**config.mk**
```make
export PLATFORM = sky130hd
export DESIGN_NAME = fixed_size_pool_allocator_core
export DESIGN_NICKNAME = d
export VERILOG_FILES = /design/src/fspa_pkg.sv /design/src/fspa_front.sv /design/src/fspa_queue.sv /design/src/fspa_back.sv /design/src/fixed_size_pool_allocator_core.sv
export VERILOG_INCLUDE_DIRS = /design/src /design/src/src
export SDC_FILE = /design/constraint.sdc
export NUM_CORES = 1
export LEC_CHECK = 0
export BUFFER_PORTS_ARGS = -buffer_cell sky130_fd_sc_hd__buf_4
export CAP_MARGIN = 20
export CORE_UTILIZATION = 30
export DETAILED_ROUTE_END_ITERATION = 7
export SYNTH_ARGS = -nofsm -noshare
export SYNTH_HDL_FRONTEND = slang
export SYNTH_HIERARCHICAL = 1
export SYNTH_SLANG_ARGS = --single-unit
export TNS_END_PERCENT = 30
```
**constraint.sdc**
```tcl
create_clock -name clk_i -period 14.7 [get_ports clk_i]
set_input_delay 0.735 -clock clk_i [delete_from_list [all_inputs] [get_ports clk_i]]
set_output_delay 0.735 -clock clk_i [all_outputs]
set_load 0.005 [all_outputs]
```
**src/fixed_size_pool_allocator_core_defines.svh**
```systemverilog
`ifndef FIXED_SIZE_POOL_ALLOCATOR_CORE_DEFINES_SVH
`define FIXED_SIZE_POOL_ALLOCATOR_CORE_DEFINES_SVH

// same-cycle implication on the core clock
`define FSPA_ASSERT_IMP(lbl, ante, cons, msg) \
  lbl: assert property (@(posedge clk_i) disable iff (!rst_ni) (ante) |-> (cons)) \
    else $error(msg);

// next-cycle implication on the core clock
`define FSPA_ASSERT_NXT(lbl, ante, cons, msg) \
  lbl: assert property (@(posedge clk_i) disable iff (!rst_ni) (ante) |=> (cons)) \
    else $error(msg);

`endif

```
**src/fspa_pkg.sv**
```systemverilog
package fspa_pkg;

  // default pool geometry
  localparam int SMALL_COUNT_DEF  = 8;
  localparam int MID_COUNT_DEF    = 8;
  localparam int LARGE_COUNT_DEF  = 4;
  localparam int HEADER_BYTES_DEF = 8;

  // block sizes and their log2
  localparam int SMALL_SIZE  = 16;
  localparam int MID_SIZE    = 32;
  localparam int LARGE_SIZE  = 64;
  localparam int SMALL_SHIFT = 4;
  localparam int MID_SHIFT   = 5;
  localparam int LARGE_SHIFT = 6;

  // command queue between front and back
  localparam int QUEUE_DEPTH = 2;

  // configuration port
  localparam int CFG_ADDR_W = 3;
  localparam logic REG_AREA_BASE = 1'b0;

  typedef enum logic {
    REQ_ALLOC = 1'b0,
    REQ_FREE  = 1'b1
  } req_e;

  typedef enum logic [1:0] {
    ST_OK        = 2'd0,
    ST_TOO_LARGE = 2'd1,
    ST_EMPTY     = 2'd2,
    ST_BAD_ADDR  = 2'd3
  } status_e;

  typedef enum logic [1:0] {
    POOL_SMALL = 2'd0,
    POOL_MID   = 2'd1,
    POOL_LARGE = 2'd2,
    POOL_NONE  = 2'd3
  } pool_e;

  typedef enum logic [1:0] {
    OP_ALLOC,
    OP_FREE,
    OP_ERROR
  } op_e;

  typedef struct packed {
    op_e     op;
    pool_e   pool;
    status_e status;
  } cmd_t;

  typedef enum logic {
    BK_IDLE,
    BK_LINK
  } back_state_e;

endpackage

```
**src/fspa_front.sv**
```systemverilog
module fspa_front
  import fspa_pkg::*;
#(
  parameter int SMALL_COUNT  = SMALL_COUNT_DEF,
  parameter int MID_COUNT    = MID_COUNT_DEF,
  parameter int LARGE_COUNT  = LARGE_COUNT_DEF,
  parameter int HEADER_BYTES = HEADER_BYTES_DEF,
  parameter int IW           = 5
) (
  input  logic          req_type_i,
  input  logic [15:0]   request_bytes_i,
  input  logic [31:0]   payload_address_i,
  input  logic [31:0]   area_base_i,
  output cmd_t          cmd_o,
  output logic [IW-1:0] idx_o
);

  // byte offsets where each pool ends, from the area base
  localparam int END0  = SMALL_COUNT * SMALL_SIZE;
  localparam int END1  = END0 + MID_COUNT * MID_SIZE;
  localparam int END2  = END1 + LARGE_COUNT * LARGE_SIZE;
  localparam int REL_W = $clog2(END2);

  logic [31:0]      blk_off;
  logic [REL_W-1:0] rel;

  // offset of the returned block start from the area base
  assign blk_off = payload_address_i - area_base_i - 32'(HEADER_BYTES);

  // classify the item
  always_comb begin
    cmd_o = '{op: OP_ERROR, pool: POOL_NONE, status: ST_BAD_ADDR};
    idx_o = '0;
    rel   = '0;
    if (req_type_i == REQ_ALLOC) begin
      if (request_bytes_i <= 16'(SMALL_SIZE - HEADER_BYTES)) begin
        cmd_o = '{op: OP_ALLOC, pool: POOL_SMALL, status: ST_OK};
      end else if (request_bytes_i <= 16'(MID_SIZE - HEADER_BYTES)) begin
        cmd_o = '{op: OP_ALLOC, pool: POOL_MID, status: ST_OK};
      end else if (request_bytes_i <= 16'(LARGE_SIZE - HEADER_BYTES)) begin
        cmd_o = '{op: OP_ALLOC, pool: POOL_LARGE, status: ST_OK};
      end else begin
        cmd_o = '{op: OP_ERROR, pool: POOL_NONE, status: ST_TOO_LARGE};
      end
    end else begin
      if (blk_off < 32'(END0)) begin
        rel = REL_W'(blk_off);
        if (rel[SMALL_SHIFT-1:0] == '0) begin
          cmd_o = '{op: OP_FREE, pool: POOL_SMALL, status: ST_OK};
          idx_o = IW'(rel >> SMALL_SHIFT);
        end
      end else if (blk_off < 32'(END1)) begin
        rel = REL_W'(blk_off - 32'(END0));
        if (rel[MID_SHIFT-1:0] == '0) begin
          cmd_o = '{op: OP_FREE, pool: POOL_MID, status: ST_OK};
          idx_o = IW'(SMALL_COUNT) + IW'(rel >> MID_SHIFT);
        end
      end else if (blk_off < 32'(END2)) begin
        rel = REL_W'(blk_off - 32'(END1));
        if (rel[LARGE_SHIFT-1:0] == '0) begin
          cmd_o = '{op: OP_FREE, pool: POOL_LARGE, status: ST_OK};
          idx_o = IW'(SMALL_COUNT + MID_COUNT) + IW'(rel >> LARGE_SHIFT);
        end
      end
    end
  end

endmodule

```
**src/fspa_queue.sv**
```systemverilog
module fspa_queue
  import fspa_pkg::*;
#(
  parameter int W = 8
) (
  input  logic         clk_i,
  input  logic         rst_ni,
  input  logic         push_i,
  input  logic [W-1:0] data_i,
  output logic         full_o,
  input  logic         pop_i,
  output logic         empty_o,
  output logic [W-1:0] data_o
);

  localparam int PW = (QUEUE_DEPTH > 1) ? $clog2(QUEUE_DEPTH) : 1;
  localparam int CW = $clog2(QUEUE_DEPTH + 1);

  logic [W-1:0]  slot_q [QUEUE_DEPTH];
  logic [PW-1:0] wr_ptr_q, wr_ptr_d;
  logic [PW-1:0] rd_ptr_q, rd_ptr_d;
  logic [CW-1:0] cnt_q, cnt_d;

  assign full_o  = (cnt_q == CW'(QUEUE_DEPTH));
  assign empty_o = (cnt_q == '0);
  assign data_o  = slot_q[rd_ptr_q];

  // pointer and fill count update
  always_comb begin
    wr_ptr_d = wr_ptr_q;
    rd_ptr_d = rd_ptr_q;
    cnt_d    = cnt_q;
    if (push_i) begin
      wr_ptr_d = (wr_ptr_q == PW'(QUEUE_DEPTH - 1)) ? '0 : wr_ptr_q + PW'(1);
    end
    if (pop_i) begin
      rd_ptr_d = (rd_ptr_q == PW'(QUEUE_DEPTH - 1)) ? '0 : rd_ptr_q + PW'(1);
    end
    if (push_i && !pop_i) begin
      cnt_d = cnt_q + CW'(1);
    end else if (pop_i && !push_i) begin
      cnt_d = cnt_q - CW'(1);
    end
  end

  always_ff @(posedge clk_i or negedge rst_ni) begin
    if (!rst_ni) begin
      wr_ptr_q <= '0;
      rd_ptr_q <= '0;
      cnt_q    <= '0;
    end else begin
      wr_ptr_q <= wr_ptr_d;
      rd_ptr_q <= rd_ptr_d;
      cnt_q    <= cnt_d;
    end
  end

  // entry storage
  always_ff @(posedge clk_i) begin
    if (push_i) begin
      slot_q[wr_ptr_q] <= data_i;
    end
  end

endmodule

```
**src/fspa_back.sv**
```systemverilog
module fspa_back
  import fspa_pkg::*;
#(
  parameter int SMALL_COUNT  = SMALL_COUNT_DEF,
  parameter int MID_COUNT    = MID_COUNT_DEF,
  parameter int LARGE_COUNT  = LARGE_COUNT_DEF,
  parameter int HEADER_BYTES = HEADER_BYTES_DEF,
  parameter int IW           = 5,
  parameter int AW           = 5
) (
  input  logic          clk_i,
  input  logic          rst_ni,
  input  cmd_t          cmd_i,
  input  logic [IW-1:0] idx_i,
  input  logic          empty_i,
  output logic          pop_o,
  input  logic [31:0]   area_base_i,
  output logic          out_valid_o,
  input  logic          out_ready_i,
  output status_e       status_o,
  output logic [31:0]   granted_address_o,
  output pool_e         pool_class_o
);

  localparam int TOTAL     = SMALL_COUNT + MID_COUNT + LARGE_COUNT;
  localparam int FIRST_MID = SMALL_COUNT;
  localparam int FIRST_LRG = SMALL_COUNT + MID_COUNT;
  localparam int START_MID = SMALL_COUNT * SMALL_SIZE;
  localparam int START_LRG = START_MID + MID_COUNT * MID_SIZE;
  localparam logic [IW-1:0] LINK_END = IW'(TOTAL);

  // link value of an entry never written since reset
  function automatic logic [IW-1:0] reset_link(input logic [AW-1:0] i);
    logic [IW-1:0] w;
    w = IW'(i);
    if (w == IW'(SMALL_COUNT - 1) || w == IW'(FIRST_LRG - 1) || w == IW'(TOTAL - 1)) begin
      reset_link = LINK_END;
    end else begin
      reset_link = w + IW'(1);
    end
  endfunction

  back_state_e   state_q, state_d;
  logic [IW-1:0] head_q [3];
  logic [IW-1:0] hd_q, hd_d;
  pool_e         pool_q, pool_d;

  logic [IW-1:0] link_mem [TOTAL];
  logic [IW-1:0] rdata_q;
  logic [TOTAL-1:0] valid_q;

  logic          slot_free;
  logic [IW-1:0] head_sel;
  logic [IW-1:0] link_val;
  logic [IW-1:0] rel_blk;
  logic [31:0]   grant_calc;
  logic          mem_we, mem_re;
  logic [AW-1:0] waddr, raddr;
  logic [IW-1:0] wdata;
  logic          head_we;
  pool_e         head_wsel;
  logic [IW-1:0] head_wdata;
  logic          load_out;
  status_e       res_status;
  pool_e         res_pool;
  logic [31:0]   res_grant;

  logic          out_valid_q;
  status_e       out_status_q;
  pool_e         out_pool_q;
  logic [31:0]   out_grant_q;

  assign slot_free = !out_valid_q || out_ready_i;

  // head of the pool named by the queued command
  always_comb begin
    case (cmd_i.pool)
      POOL_SMALL: head_sel = head_q[0];
      POOL_MID:   head_sel = head_q[1];
      POOL_LARGE: head_sel = head_q[2];
      default:    head_sel = LINK_END;
    endcase
  end

  // link of the popped block, reset chain if never written
  assign link_val = valid_q[hd_q[AW-1:0]] ? rdata_q : reset_link(hd_q[AW-1:0]);

  // payload address of the granted block
  always_comb begin
    rel_blk    = '0;
    grant_calc = '0;
    case (pool_q)
      POOL_SMALL: begin
        rel_blk    = hd_q;
        grant_calc = area_base_i + 32'(HEADER_BYTES) + (32'(rel_blk) << SMALL_SHIFT);
      end
      POOL_MID: begin
        rel_blk    = hd_q - IW'(FIRST_MID);
        grant_calc = area_base_i + 32'(HEADER_BYTES + START_MID) +
                     (32'(rel_blk) << MID_SHIFT);
      end
      POOL_LARGE: begin
        rel_blk    = hd_q - IW'(FIRST_LRG);
        grant_calc = area_base_i + 32'(HEADER_BYTES + START_LRG) +
                     (32'(rel_blk) << LARGE_SHIFT);
      end
      default: ;
    endcase
  end

  // sequencer: pop, update lists, load result
  always_comb begin
    state_d    = state_q;
    hd_d       = hd_q;
    pool_d     = pool_q;
    pop_o      = 1'b0;
    mem_we     = 1'b0;
    mem_re     = 1'b0;
    waddr      = idx_i[AW-1:0];
    raddr      = head_sel[AW-1:0];
    wdata      = head_sel;
    head_we    = 1'b0;
    head_wsel  = cmd_i.pool;
    head_wdata = idx_i;
    load_out   = 1'b0;
    res_status = cmd_i.status;
    res_pool   = cmd_i.pool;
    res_grant  = '0;
    unique case (state_q)
      BK_IDLE: begin
        if (!empty_i && slot_free) begin
          pop_o = 1'b1;
          case (cmd_i.op)
            OP_ALLOC: begin
              if (head_sel == LINK_END) begin
                load_out   = 1'b1;
                res_status = ST_EMPTY;
              end else begin
                mem_re  = 1'b1;
                hd_d    = head_sel;
                pool_d  = cmd_i.pool;
                state_d = BK_LINK;
              end
            end
            OP_FREE: begin
              mem_we     = 1'b1;
              head_we    = 1'b1;
              load_out   = 1'b1;
              res_status = ST_OK;
            end
            default: begin
              load_out = 1'b1;
            end
          endcase
        end
      end
      BK_LINK: begin
        head_we    = 1'b1;
        head_wsel  = pool_q;
        head_wdata = link_val;
        load_out   = 1'b1;
        res_status = ST_OK;
        res_pool   = pool_q;
        res_grant  = grant_calc;
        state_d    = BK_IDLE;
      end
      default: state_d = BK_IDLE;
    endcase
  end

  // state, heads, link valid bits and result valid flag
  always_ff @(posedge clk_i or negedge rst_ni) begin
    if (!rst_ni) begin
      state_q     <= BK_IDLE;
      head_q[0]   <= '0;
      head_q[1]   <= IW'(FIRST_MID);
      head_q[2]   <= IW'(FIRST_LRG);
      valid_q     <= '0;
      out_valid_q <= 1'b0;
    end else begin
      state_q <= state_d;
      if (head_we) begin
        case (head_wsel)
          POOL_SMALL: head_q[0] <= head_wdata;
          POOL_MID:   head_q[1] <= head_wdata;
          POOL_LARGE: head_q[2] <= head_wdata;
          default: ;
        endcase
      end
      if (mem_we) begin
        valid_q[waddr] <= 1'b1;
      end
      if (load_out) begin
        out_valid_q <= 1'b1;
      end else if (out_ready_i) begin
        out_valid_q <= 1'b0;
      end
    end
  end

  // working block and result payload
  always_ff @(posedge clk_i) begin
    hd_q   <= hd_d;
    pool_q <= pool_d;
    if (load_out) begin
      out_status_q <= res_status;
      out_pool_q   <= res_pool;
      out_grant_q  <= res_grant;
    end
  end

  // link memory, registered read
  always_ff @(posedge clk_i) begin
    if (mem_we) begin
      link_mem[waddr] <= wdata;
    end
    if (mem_re) begin
      rdata_q <= link_mem[raddr];
    end
  end

  assign out_valid_o       = out_valid_q;
  assign status_o          = out_status_q;
  assign pool_class_o      = out_pool_q;
  assign granted_address_o = out_grant_q;

endmodule

```
**src/fixed_size_pool_allocator_core.sv**
```systemverilog
// path: queue, then result register; a successful allocate adds the registered link read
// throughput: 1 item per cycle for frees and errors while results are taken; a granted
//   allocate holds off the next item during the registered read of the free-link memory
// reset: heads point at the first block of each pool, link valid bits clear so every
//   link reads as its pool's address-order chain, area base is 0; no clearing pass
`include "fixed_size_pool_allocator_core_defines.svh"

module fixed_size_pool_allocator_core
  import fspa_pkg::*;
#(
  parameter int SMALL_COUNT  = SMALL_COUNT_DEF,
  parameter int MID_COUNT    = MID_COUNT_DEF,
  parameter int LARGE_COUNT  = LARGE_COUNT_DEF,
  parameter int HEADER_BYTES = HEADER_BYTES_DEF
) (
  input  logic                  clk_i,
  input  logic                  rst_ni,
  // request channel
  input  logic                  in_valid_i,
  output logic                  in_ready_o,
  input  logic                  req_type_i,
  input  logic [15:0]           request_bytes_i,
  input  logic [31:0]           payload_address_i,
  // result channel
  output logic                  out_valid_o,
  input  logic                  out_ready_i,
  output logic [1:0]            status_o,
  output logic [31:0]           granted_address_o,
  output logic [1:0]            pool_class_o,
  // configuration port
  input  logic                  psel,
  input  logic                  penable,
  input  logic                  pwrite,
  input  logic [CFG_ADDR_W-1:0] paddr,
  input  logic [31:0]           pwdata,
  output logic [31:0]           prdata,
  output logic                  pready
);

  localparam int TOTAL = SMALL_COUNT + MID_COUNT + LARGE_COUNT;
  localparam int IW    = $clog2(TOTAL + 1);
  localparam int AW    = $clog2(TOTAL);
  localparam int QW    = $bits(cmd_t) + IW;

  logic [31:0]   area_base_q;
  cmd_t          f_cmd;
  logic [IW-1:0] f_idx;
  logic          q_push, q_full, q_pop, q_empty;
  logic [QW-1:0] q_data;
  cmd_t          q_cmd;
  logic [IW-1:0] q_idx;
  status_e       b_status;
  pool_e         b_pool;

  // configuration register
  assign pready = 1'b1;
  assign prdata = (paddr[2] == REG_AREA_BASE) ? area_base_q : '0;

  always_ff @(posedge clk_i or negedge rst_ni) begin
    if (!rst_ni) begin
      area_base_q <= '0;
    end else if (psel && penable && pwrite && pready && paddr[2] == REG_AREA_BASE) begin
      area_base_q <= pwdata;
    end
  end

  // request classification
  fspa_front #(
    .SMALL_COUNT  (SMALL_COUNT),
    .MID_COUNT    (MID_COUNT),
    .LARGE_COUNT  (LARGE_COUNT),
    .HEADER_BYTES (HEADER_BYTES),
    .IW           (IW)
  ) u_front (
    .req_type_i        (req_type_i),
    .request_bytes_i   (request_bytes_i),
    .payload_address_i (payload_address_i),
    .area_base_i       (area_base_q),
    .cmd_o             (f_cmd),
    .idx_o             (f_idx)
  );

  // command queue
  assign in_ready_o = !q_full;
  assign q_push     = in_valid_i && !q_full;

  fspa_queue #(
    .W (QW)
  ) u_queue (
    .clk_i   (clk_i),
    .rst_ni  (rst_ni),
    .push_i  (q_push),
    .data_i  ({f_cmd, f_idx}),
    .full_o  (q_full),
    .pop_i   (q_pop),
    .empty_o (q_empty),
    .data_o  (q_data)
  );

  assign q_cmd = cmd_t'(q_data[QW-1:IW]);
  assign q_idx = q_data[IW-1:0];

  // list update and result
  fspa_back #(
    .SMALL_COUNT  (SMALL_COUNT),
    .MID_COUNT    (MID_COUNT),
    .LARGE_COUNT  (LARGE_COUNT),
    .HEADER_BYTES (HEADER_BYTES),
    .IW           (IW),
    .AW           (AW)
  ) u_back (
    .clk_i             (clk_i),
    .rst_ni            (rst_ni),
    .cmd_i             (q_cmd),
    .idx_i             (q_idx),
    .empty_i           (q_empty),
    .pop_o             (q_pop),
    .area_base_i       (area_base_q),
    .out_valid_o       (out_valid_o),
    .out_ready_i       (out_ready_i),
    .status_o          (b_status),
    .granted_address_o (granted_address_o),
    .pool_class_o      (b_pool)
  );

  assign status_o     = b_status;
  assign pool_class_o = b_pool;

  // checks
  `FSPA_ASSERT_IMP(a_grant_only_ok, out_valid_o && status_o != ST_OK, granted_address_o == '0, "address granted on a failed item")
  `FSPA_ASSERT_IMP(a_too_large_none, out_valid_o && status_o == ST_TOO_LARGE, pool_class_o == POOL_NONE, "oversize request names a pool")
  `FSPA_ASSERT_IMP(a_pop_slot_free, q_pop && out_valid_o, out_ready_i, "command popped while result slot is held")
  `FSPA_ASSERT_NXT(a_free_result, q_pop && q_cmd.op == OP_FREE, out_valid_o && status_o == ST_OK, "free did not report ok next cycle")

endmodule
```
==> impl_metrics.csv <==
group,metric,value,unit
setup_path,r2r_end,"u_queue/slot_q[0][10]$_DFFE_PP_",
layout,final_cells,2392,
die,core,52800,sq um
setup_path,rr_startpoint,"area_base_q[3]$_DFFE_PN0P_",
layout,drive_gt1_frac,0.183,
drt,viasPerCell,5.30,
timing,min_period_over_period,0.302,
die,rows,84,
layout,nNetsFinal,1867,
synthesis,synth_cells,1548,
drt,first_iter_violations,955,
power_and_ir_drop,powerDensity,181,nW/um^2
synthesis,yosysSeqAreaShare,0.432,
global_routing,grt_max_degree,74,
global_routing,grt_pass1_vias,12500,
clocking,cts-hold-fix-buffers,0,
drt,m1WireLength,21.4,mm
setup_path,cp.arrival,4.74,ns
timing,timing.slew.headroom,0.321,
placement,place_inst,2335,
setup_path,path_class,"reg -> reg",
timing,rsz0062_at_grt,"false",
clocking,ctsResizeCount,0,
drt,dr_wl_met3,2.63,mm
setup_path,rrSetupSlack,10.26,ns
global_routing,grtUsageTotal,0.167,
drt,top_layer,"met4",
status,status,"finished with violations",
clocking,htree_levels,1,
clocking,clock_latency,0.57,ns
min_path,hold_class,"in -> async",
synthesis,synth_area,16100,sq um
power_and_ir_drop,ir_drop,0.0000832,V
synthesis,ys.flop_type,"edfxtp_1",
layout,finish.utilization,0.356,
drt,wl_met2,20.1,mm
timing,hold_viol,0,
synthesis,synth-seq-cells,243,
clocking,clock_sinks,243,
synthesis,synth_warnings,6,
clocking,cts.reportedPaths.clkPinSlew,0.06,ns
setup_path,r2r_cells,12,
die,io-pin-count,162,
clocking,cts_tree,"yes",
timing,finalClockSkew,0.0240,ns
setup_path,worstSetupEndpointType,"flop",
setup_path,cp.required,15.00,ns
drt,wirelength,45.4,mm
timing,tightest_slew,1.02,ns
timing,final-setup-viol-count,0,
layout,layout_commonest_cell,"edfxtp_1",
timing,slew_violations,0,
synthesis,avgSynthCellArea,10.4,sq um
run,timing.max_cap.violations,0,
setup_path,startpoint_type,"flop",
synthesis,synth_edf_count,170,
synthesis,async_flop_share,0.300,
layout,stdcell_area,18800,sq um
clocking,cts_buffers,28,
drt,ant_nets,0,
global_routing,grt_antenna_before_repair,2,
layout,syn_to_final_growth,17.1,%
die,start_util,0.305,
synthesis,synth_nets,1735,
placement,io_buffers,158,
die,die-height,233,microns
clocking,ctsRootBufferMaster,"clkbuf_16",
timing,finalSetupTns,0,ns
timing,period_needed,4.44,ns
global_routing,grt_pass1_wl,70.9,mm
global_routing,grt_overflow_total,0,
die,die-area,54500,sq um
drt,num_vias,12700,
timing,fmaxAchievable,225,MHz
placement,placed_cell_area,17800,sq um
clocking,cts_setup_buffers,0,
synthesis,synthDistinctLibCells,100,
layout,final_cell_mix,"170 x edfxtp_1, 169 x buf_4, 124 x inv_1, 111 x nor2_1, 94 x ha_1",
die,fp.dieW,233,microns
drt,firstDrtPassIters,7,
status,violations,"design-rule violations",
drt,drc,6,
clocking,cts_buffer_depth,3,
drt,routedWlPerCell,19.0,microns
placement,place_congestion,0.876,
power_and_ir_drop,p_leak,7.75,nW
placement,dp_hpwl,34.5,mm
setup_path,crit_fanout,8,
## flip-flops by register name, summed over array words and instances, names as in the netlist
signal,cells
u_queue/rd_ptr_q,1
u_back/rdata_q,5
u_back/head_q,15
u_queue/cnt_q,2
area_base_q,32
u_back/granted_address_o,32
u_queue/wr_ptr_q,1
u_back/valid_q,20
u_queue/slot_q,22
u_back/state_q,1
u_back/status_o,2
u_back/hd_q,5
u_back/out_valid_o,1
u_back/link_mem,100
u_back/pool_class_o,2
u_back/pool_q,2
## layer usage
| layer | GRT usage | vias to the layer above |
|---|---|---|
| met5 | 0 | - |
| met4 | 0.0556 | 0 |
| met3 | 0.0219 | 70 |
| met2 | 0.257 | 438 |
| met1 | 0.239 | 6137 |
| li1 | - | 6028 |
## cells by family after synthesis
logic type	count (synthesis)	synth area share
flops	243	0.432
simple gates	458	0.151
fa+ha+maj	97	0.0763
mux	138	0.106
other cells	1	0.000233
buf+inv	195	0.0542
xor+xnor	48	0.0262
compound gates	368	0.154
## cells in the mapped netlist, drive strengths merged (5+ instances only)
cell type	instances	area [sq um]
a221oi	6	52.6
a2bb2oi	5	43.8
o21a	10	75.1
o22ai	27	169
and4	8	71.3
o211a	5	50.1
o221ai	7	61.3
or3	11	73.8
nand2	83	314
nor3	33	170
edfxtp	170	5100
o21ai	75	383
ha	94	1180
nand4	26	163
and3	17	108
a21o	17	128
a211oi	22	170
or2	13	81.3
mux2	49	706
inv	124	465
clkbuf	37	149
nand3b	6	45.0
buf	32	249
nand2b	11	68.8
xor2	14	123
a31oi	16	100
o211ai	13	97.6
mux2i	81	823
dfrtp	71	1780
nor3b	7	57.6
nor2	111	417
nand3	37	185
nor2b	50	313
a2111oi	13	121
o21bai	20	150
nor4	12	90.1
a211o	5	43.8
o31ai	7	52.6
mux4	8	180
a21oi	79	403
and2	13	81.3
xnor2	34	298
## power by group
group          internal, mW  leakage [nW]  switching, mW
sequential            0.956          2.46          0.144
clock                 0.411         0.465          0.279
combinational         0.666          4.82          0.954
## how the worst max path moves through the flow
| stage | start | end | depth (start not counted) |
|---|---|---|---|
| 2_1_floorplan | u_queue/rd_ptr_q$_DFFE_PN0P_ | u_back/granted_address_o[0]$_SDFFCE_PN0P_ | 10 |
| 4_1_cts | area_base_q[3]$_DFFE_PN0P_ | u_queue/slot_q[0][5]$_DFFE_PP_ | 12 |
| 3_5_place_dp | payload_address_i[1] | u_queue/slot_q[0][10]$_DFFE_PP_ | 14 |
| 5_1_grt | u_queue/rd_ptr_q$_DFFE_PN0P_ | u_back/granted_address_o[13]$_SDFFCE_PN0P_ | 10 |
| 3_3_place_gp | payload_address_i[1] | u_queue/slot_q[0][10]$_DFFE_PP_ | 14 |
| 6_report | area_base_q[3]$_DFFE_PN0P_ | u_queue/slot_q[0][10]$_DFFE_PP_ | 12 |
## critical path, cell delays in order (launching register included)
cell       delay (ns)
dfrtp_1          0.57
ha_1             0.38
inv_1            0.04
ha_1             0.34
and2b_1          0.21
o2111ai_1        0.40
a21oi_2          0.13
o21ai_2          0.28
mux2_4           0.33
a211o_1          0.28
nand4b_1         0.19
or4_4            0.55
o41a_1           0.48
## through the flow
step	total power, mW	setup slack [ns]	hold slack, ns
after CTS	3.41	10.27	0.359
after global routing	3.63	9.91	0.0238
after detailed placement	2.71	9.98	0.457
after floorplan	2.20	9.22	0.434
final	3.41	10.26	0.0277
after global placement	2.69	9.97	0.453
## layout make-up
type / count / area [sq um]
clock inverter: 12 / 120
inverter: 126 / 473
sequential: 243 / 6930
fill: 5282 / 34000
antenna: 2 / 5.00
multi-input combinational: 1110 / 8280
clock buffer: 40 / 827
tap: 688 / 861
timing repair buffer: 171 / 1300
Power figures use the tool's default switching activity.
